$ cat src/design/hsv2rgb_pkg.sv
// types and constants for the hsv to rgb pixel converter
// depends on nothing; imported by hsv_to_rgb_converter
package hsv2rgb_pkg;

	// one input pixel
	typedef struct packed {
		logic [15:0] hue_frac;
		logic [8:0]  sat_level;
		logic [8:0]  val_level;
	} hsv_pixel_t;

	// one output pixel
	typedef struct packed {
		logic [7:0] red_out;
		logic [7:0] green_out;
		logic [7:0] blue_out;
	} rgb_pixel_t;

	// fixed point unity for saturation and value
	localparam logic [8:0]  ONE_LEVEL = 9'd256;
	// unity of the hue fraction f
	localparam logic [16:0] FRAC_ONE  = 17'h1_0000;
	// unity of a channel multiplier (over 2^24)
	localparam logic [24:0] ONE_MULT  = 25'h100_0000;
	// unity of a channel numerator (over 2^32)
	localparam logic [32:0] ONE_NUM   = 33'h1_0000_0000;
	// largest channel code
	localparam logic [7:0]  CHAN_MAX  = 8'd255;

	// hue sectors
	localparam logic [2:0] SECTOR_RED_YELLOW    = 3'd0;
	localparam logic [2:0] SECTOR_YELLOW_GREEN  = 3'd1;
	localparam logic [2:0] SECTOR_GREEN_CYAN    = 3'd2;
	localparam logic [2:0] SECTOR_CYAN_BLUE     = 3'd3;
	localparam logic [2:0] SECTOR_BLUE_MAGENTA  = 3'd4;
	localparam logic [2:0] SECTOR_MAGENTA_RED   = 3'd5;

endpackage

$ cat src/design/hsv_to_rgb_converter.sv
// hsv to rgb pixel converter, four stage pipeline
// depends on hsv2rgb_pkg for the pixel types and constants
//
//  channel | signals                   | direction | payload
//  --------+---------------------------+-----------+--------------------------
//  hsv     | hsv_valid, hsv_ready, hsv | in        | hue_frac, sat_level, val_level
//  rgb     | rgb_valid, rgb_ready, rgb | out       | red_out, green_out, blue_out
//
// one pixel a cycle while the pipeline is not held; an accepted pixel passes the stage 1 to 4 registers to rgb_valid
// stages: sector split and clamp, f*s products, select and v multiply, x255 and clamp
// the whole pipeline holds when the output register is full and rgb_ready is low
// reset clears the stage valid bits only; the datapath registers are not reset
module hsv_to_rgb_converter (
	input  logic                    clk,
	input  logic                    arst_n,
	input  logic                    hsv_valid,
	output logic                    hsv_ready,
	input  hsv2rgb_pkg::hsv_pixel_t hsv,
	output logic                    rgb_valid,
	input  logic                    rgb_ready,
	output hsv2rgb_pkg::rgb_pixel_t rgb
);
	import hsv2rgb_pkg::*;

	// pipeline advance
	logic en;
	logic valid_s1, valid_s2, valid_s3, valid_s4;

	assign en        = !valid_s4 || rgb_ready;
	assign hsv_ready = en;

	// stage 1: clamp, hue times six
	logic [18:0] h6;
	logic [8:0]  sat_c, val_c;
	logic [2:0]  sector_s1;
	logic [15:0] f_s1;
	logic [8:0]  sat_s1, val_s1;

	assign h6    = {1'b0, hsv.hue_frac, 2'b00} + {2'b00, hsv.hue_frac, 1'b0};
	assign sat_c = (hsv.sat_level > ONE_LEVEL) ? ONE_LEVEL : hsv.sat_level;
	assign val_c = (hsv.val_level > ONE_LEVEL) ? ONE_LEVEL : hsv.val_level;

	always_ff @(posedge clk) begin
		if (en) begin
			sector_s1 <= h6[18:16];
			f_s1      <= h6[15:0];
			sat_s1    <= sat_c;
			val_s1    <= val_c;
		end
	end

	// stage 2: multipliers for p, q and t over 2^24
	logic [24:0] fs;
	logic [25:0] gs;
	logic [16:0] f_inv;
	logic [8:0]  sat_inv;
	logic [24:0] m_p_s2, m_q_s2, m_t_s2;
	logic [2:0]  sector_s2;
	logic [8:0]  val_s2;

	assign f_inv   = FRAC_ONE - {1'b0, f_s1};
	assign fs      = f_s1 * sat_s1;
	assign gs      = f_inv * sat_s1;
	assign sat_inv = ONE_LEVEL - sat_s1;

	always_ff @(posedge clk) begin
		if (en) begin
			m_p_s2    <= {sat_inv, 16'h0000};
			m_q_s2    <= ONE_MULT - fs;
			m_t_s2    <= ONE_MULT - gs[24:0];
			sector_s2 <= sector_s1;
			val_s2    <= val_s1;
		end
	end

	// stage 3: sector select and multiply by value
	logic [24:0] m_r, m_g, m_b;
	logic [33:0] prod_r, prod_g, prod_b;
	logic [32:0] num_r_s3, num_g_s3, num_b_s3;

	always_comb begin
		case (sector_s2)
			SECTOR_RED_YELLOW: begin
				m_r = ONE_MULT; m_g = m_t_s2;   m_b = m_p_s2;
			end
			SECTOR_YELLOW_GREEN: begin
				m_r = m_q_s2;   m_g = ONE_MULT; m_b = m_p_s2;
			end
			SECTOR_GREEN_CYAN: begin
				m_r = m_p_s2;   m_g = ONE_MULT; m_b = m_t_s2;
			end
			SECTOR_CYAN_BLUE: begin
				m_r = m_p_s2;   m_g = m_q_s2;   m_b = ONE_MULT;
			end
			SECTOR_BLUE_MAGENTA: begin
				m_r = m_t_s2;   m_g = m_p_s2;   m_b = ONE_MULT;
			end
			default: begin
				m_r = ONE_MULT; m_g = m_p_s2;   m_b = m_q_s2;
			end
		endcase
	end

	assign prod_r = val_s2 * m_r;
	assign prod_g = val_s2 * m_g;
	assign prod_b = val_s2 * m_b;

	always_ff @(posedge clk) begin
		if (en) begin
			num_r_s3 <= prod_r[32:0];
			num_g_s3 <= prod_g[32:0];
			num_b_s3 <= prod_b[32:0];
		end
	end

	// stage 4: floor(num * 255 / 2^32), clamped, into the output register
	logic [40:0] x_r, x_g, x_b;
	rgb_pixel_t  rgb_s4;

	assign x_r = {num_r_s3, 8'h00} - {8'h00, num_r_s3};
	assign x_g = {num_g_s3, 8'h00} - {8'h00, num_g_s3};
	assign x_b = {num_b_s3, 8'h00} - {8'h00, num_b_s3};

	always_ff @(posedge clk) begin
		if (en) begin
			rgb_s4.red_out   <= x_r[40] ? CHAN_MAX : x_r[39:32];
			rgb_s4.green_out <= x_g[40] ? CHAN_MAX : x_g[39:32];
			rgb_s4.blue_out  <= x_b[40] ? CHAN_MAX : x_b[39:32];
		end
	end

	// valid bits travel with the data
	always_ff @(posedge clk or negedge arst_n) begin
		if (!arst_n) begin
			valid_s1 <= 1'b0;
			valid_s2 <= 1'b0;
			valid_s3 <= 1'b0;
			valid_s4 <= 1'b0;
		end else if (en) begin
			valid_s1 <= hsv_valid;
			valid_s2 <= valid_s1;
			valid_s3 <= valid_s2;
			valid_s4 <= valid_s3;
		end
	end

	assign rgb_valid = valid_s4;
	assign rgb       = rgb_s4;

	// checks
	a_stage1_range: assert property (@(posedge clk) disable iff (!arst_n)
		valid_s1 |-> (sector_s1 <= SECTOR_MAGENTA_RED) && (sat_s1 <= ONE_LEVEL)
			&& (val_s1 <= ONE_LEVEL))
		else $error("stage 1 sector or clamp out of range");

	a_mult_range: assert property (@(posedge clk) disable iff (!arst_n)
		valid_s2 |-> (m_q_s2 <= ONE_MULT) && (m_t_s2 <= ONE_MULT) && (m_p_s2 <= ONE_MULT))
		else $error("channel multiplier above unity");

	a_num_range: assert property (@(posedge clk) disable iff (!arst_n)
		valid_s3 |-> (num_r_s3 <= ONE_NUM) && (num_g_s3 <= ONE_NUM)
			&& (num_b_s3 <= ONE_NUM))
		else $error("channel numerator above unity");

	a_stall_hold: assert property (@(posedge clk) disable iff (!arst_n)
		(valid_s3 && !en) |=> valid_s3 && $stable(num_r_s3) && $stable(num_b_s3))
		else $error("stage 3 changed during a stall");

endmodule

$ cat config.mk
export PLATFORM = sky130hd
export DESIGN_NAME = hsv_to_rgb_converter
export DESIGN_NICKNAME = d
export VERILOG_FILES = /design/src/design/hsv2rgb_pkg.sv /design/src/design/hsv_to_rgb_converter.sv
export SDC_FILE = /design/constraint.sdc
export NUM_CORES = 2
export LEC_CHECK = 0
export BUFFER_PORTS_ARGS = -buffer_cell sky130_fd_sc_hd__buf_2
export CAP_MARGIN = 25
export CORE_AREA = 2 2 407 409
export DETAILED_ROUTE_END_ITERATION = 12
export DIE_AREA = 0 0 409 411
export PLACE_DENSITY = 0.43
export SLEW_MARGIN = 10
export SYNTH_ARGS = -nofsm -noshare
export SYNTH_HDL_FRONTEND = slang
export SYNTH_SLANG_ARGS = --single-unit
export TNS_END_PERCENT = 50
$ cat constraint.sdc
create_clock -name clk -period 21.9 [get_ports clk]
set_input_delay 3.285 -clock clk [delete_from_list [all_inputs] [get_ports clk]]
set_output_delay 3.285 -clock clk [all_outputs]
set_load 0.05 [all_outputs]
After elaboration in Yosys (flattened, before gate mapping)
Index checks and enable logic that the tools add are counted.
{"block": "word_totals", "regBits": 235, "out_inout_bits": 26, "elab_cells": 48}
{"block": "op_classes", "add_sub_neg": 8, "n_mul": 5, "n_lt_le_gt_ge": 2, "eq_ne": 4, "mux": 3, "reduce_logical": 7}
{"op": "case mux 25 bit (3 select lines)", "n": 3}
{"op": "subtractor 41 x 33 -> 41 bit", "n": 3}
{"op": "multiplier 9 x 25 -> 33 bit", "n": 3}
{"op": "subtractor 25 bit, first input constant", "n": 2}
{"op": "multiplier 16 x 9 -> 25 bit", "n": 1}
{"op": "multiplier 17 x 9 -> 25 bit", "n": 1}
{"op": "adder 18 x 17 -> 19 bit", "n": 1}
{"op": "> comparator 9 bit, second input constant", "n": 2}
{"op": "subtractor 17 x 16 -> 17 bit, first input constant", "n": 1}
{"op": "subtractor 9 bit, first input constant", "n": 1}
{"op": "OR reduction 2 bit", "n": 4}
{"op": "equality test 3 x 2 -> 1 bit, second input constant", "n": 2}
{"op": "equality test 3 x 1 -> 1 bit, second input constant", "n": 1}
{"op": "equality test 3 bit, second input constant", "n": 1}
{"op": "zero test 3 bit", "n": 1}
{"op": "zero test 1 bit", "n": 1}
{"op": "logical OR 1 bit", "n": 1}

Logic depth before layout (Yosys ltp)
{"block": "logic_depth", "ltp_word": 4, "mapped_depth": 26}

Worst setup path before layout
No wires, ideal clock.
{"block": "synth_timing", "kind": "input to output", "start": "input rgb_ready", "end": "output hsv_ready", "arrival_time_ps": 9088, "required_time_ps": 18615, "setup_slack_ps": 9527, "cell_stages": 1, "n_path_buf": 0, "path_cell_list": "nand2b_1"}
{"block": "synth_between", "elab_chain_cells": 1}
{"element": "start: declaration", "line": "hsv_to_rgb_converter.sv:20", "source": "input logic rgb_ready,"}
{"element": "logical OR 1 bit", "line": "hsv_to_rgb_converter.sv:29", "source": "assign en = !valid_s4 || rgb_ready;"}
{"element": "end: declaration", "line": "hsv_to_rgb_converter.sv:17", "source": "output logic hsv_ready,"}
No other way between the ends.

Final worst setup path
Ends and elaborated chain as after synthesis.

==> metrics.txt <==
status=complete, no violations; Worst-Skew Late Latency=620 ps; placed cells=6517; CP endpoint kind=output port; gpl congestion=0.779; CP top delay family=simple AND/OR/NAND/NOR gates; Initial Util=24.8%; Yosys warning count=0; floorplan core area=164000 sq um; max incr delay on CP=530 ps; Min Clock Period, post-route=7580 ps; Worst R2R End=num_b_s3[31]; first-pass GRT wire length=170000 um; WP buf/inv=2; reg2reg setup slack=14690 ps; dpl cell area=43500 sq um; Worst Hold Path EP=val_s2[8]; postcts setup bufs=0; DIE WIDTH=409 um; Post-synth EDFFs=224; port bufs=63; multi-input logic area=30100 sq um; worst reg2reg startpoint=sector_s2[1]; synth unique cells=81; R2R depth=23; vias per cell=4.35; Critical Path AT=4290 ps; vias in the first global route=31400; HP Class=reg -> reg; Peak Freq=0.132 GHz; CTS root buf=clkbuf_16; DR top layer=met4; CTS Hold Bufs=0; slowest CP cell=nand2b_4; Met3 Routed Length=2520 um; DRC viols=0; Critical Path RT=18620 ps; unrepaired setup endpoints after global routing=false; CTS tree=done; remaining global-route overflow=0; Critical Path Fanout Max=44; post-layout util=27.3%; Area Growth Syn to Fin=9.85%; via count=28600; Final Max Tran Viols=0; height of the die=411 um; aggregate negative setup slack=0 ps; clk buf depth=3; synthesized area per cell=9.30 sq um; Ports=64; flop and latch count out of synthesis=228; Avg WL per Cell=15.6 um; ys flop type=edfxtp_1; CP startpoint kind=input port; ANT nets after route=0; Fillers=17600; final number of setup-violating endpoints=0; mapped cell area=40700 sq um; initial antenna violation count=2; Reg clk slew, reported paths=50 ps; hold path start=val_s1[8]; detailed placement HPWL=80000 um; Slew @ Worst Pin=1010 ps; htree depth=2; fin crit share=34.6%; nets@finish=5432; Initial DRC Count=1131; register area=6830 sq um; share of cells above drive strength 1=4.48%; GRT Util Overall=12.5%; Worst Clk Skew=34.6 ps; CP dominant cell by count=buf_2; Hold Path Cell Cnt=0; Setup Crit Path Kind=in -> out; DIE AREA=168000 sq um; Sink Count=228; Relative slew margins=31.9%; post-cts resize count=0; commonest non-fill, non-tap cell in the layout=inv_1; met2 WL=49800 um; drt total wl=103000 um; final instance area=44700 sq um; cells along the critical path=buf_2 -> nand2b_4 -> buf_2; pin count of the biggest net entering global routing=73; Post-Layout Cell Count=6584; Mapped Cells=4375; total CTS buffers=36; max_cap viols=0; most frequent cells in the layout=inv_1, fa_1, and2_1, nand2_1, ha_1; row cnt=149; Post-synth ARST share=1.75%; post-synth net total=5439; sequential area share after synthesis=16.8%; DRT Pass-1 Iters=5; Final Hold Fails=0; wl on met1=48400 um
metal layers:
| metal | global-route usage [%] | vias to the layer above |
|---|---|---|
| li1 | - | 13800 |
| met1 | 16.5 | 14500 |
| met2 | 22.0 | 289 |
| met3 | 1.38 | 95 |
| met4 | 2.63 | 0 |
| met5 | 0 | - |
synthesized netlist by cell type, types with 5 or more instances:
| library cell | n | share of area, % |
|---|---|---|
| or3_1 | 11 | 0.17 |
| buf_1 | 13 | 0.12 |
| inv_1 | 862 | 8.0 |
| and3_1 | 14 | 0.22 |
| ha_1 | 377 | 12 |
| nor2_1 | 130 | 1.2 |
| nand4_1 | 13 | 0.20 |
| nor3_1 | 50 | 0.62 |
| nand2b_1 | 32 | 0.49 |
| a31o_2 | 5 | 0.11 |
| a21boi_0 | 9 | 0.17 |
| o31ai_1 | 5 | 0.092 |
| o21ai_0 | 81 | 1.0 |
| a2111oi_0 | 6 | 0.13 |
| or4_1 | 6 | 0.11 |
| xnor2_1 | 130 | 2.8 |
| o21bai_1 | 11 | 0.20 |
| and2_1 | 523 | 8.0 |
| xor2_1 | 37 | 0.80 |
| o211ai_1 | 8 | 0.15 |
| o21a_1 | 34 | 0.63 |
| edfxtp_1 | 224 | 17 |
| a31oi_1 | 14 | 0.22 |
| clkbuf_1 | 128 | 1.2 |
| nand3_1 | 24 | 0.30 |
| nand4b_1 | 5 | 0.11 |
| o21ai_1 | 28 | 0.34 |
| a211oi_1 | 12 | 0.22 |
| or2_2 | 8 | 0.12 |
| nor4_1 | 21 | 0.32 |
| nor2b_1 | 79 | 1.2 |
| a21o_1 | 62 | 1.1 |
| a22oi_1 | 44 | 0.81 |
| a21oi_1 | 148 | 1.8 |
| nand2_1 | 472 | 4.4 |
| fa_1 | 649 | 32 |
| a22o_1 | 15 | 0.32 |
layout make-up:
class	instances	share of cell area [%]
multi-input cells	3143	67.4
flip-flops and latches	228	15.3
inverters	862	7.24
well taps	2189	6.13
clock buffers	39	2.04
repair buffers	97	1.29
clock inverters	25	0.650
diodes	1	0.00560
cells by family after synthesis:
kind of cell | synth area share [%]
muxes | 0.0830
AOI/OAI and AO/OA | 8.78
and+or+nand+nor | 17.9
buffers and inverters | 9.27
xor gates and xnor gates | 3.66
DFF | 16.8
adders and majority gates | 43.5
registers in the layout (all words and copies together) (netlist names):
register,cells
num_b_s3,32
num_g_s3,32
num_r_s3,32
m_q_s2,24
rgb,24
m_t_s2,23
f_s1,15
m_p_s2,9
sat_s1,9
val_s1,9
val_s2,9
sector_s1,3
sector_s2,3
rgb_valid,1
valid_s1,1
valid_s2,1
valid_s3,1
how the worst max path moves through the flow:
| stage | start | to | depth (start not counted) |
|---|---|---|---|
| floorplan | rgb_ready | hsv_ready | 1 |
| global placement | rgb_ready | hsv_ready | 3 |
| detailed placement | rgb_ready | hsv_ready | 3 |
| CTS | rgb_ready | hsv_ready | 3 |
| global route | sector_s2[1] | num_g_s3[30] | 20 |
| finish | rgb_ready | hsv_ready | 3 |
stage by stage:
step / setup WS [ps] / hold WS, ps
6_report: 14320 / 416
5_1_grt: 14180 / 422
4_1_cts: 14270 / 419
3_5_place_dp: 14270 / 406
3_3_place_gp: 14270 / 401
2_1_floorplan: 9530 / 400
Power is left out: the tool's default activity adds up to more than one toggle a clock period on the data nets, which glitch-free logic cannot reach.
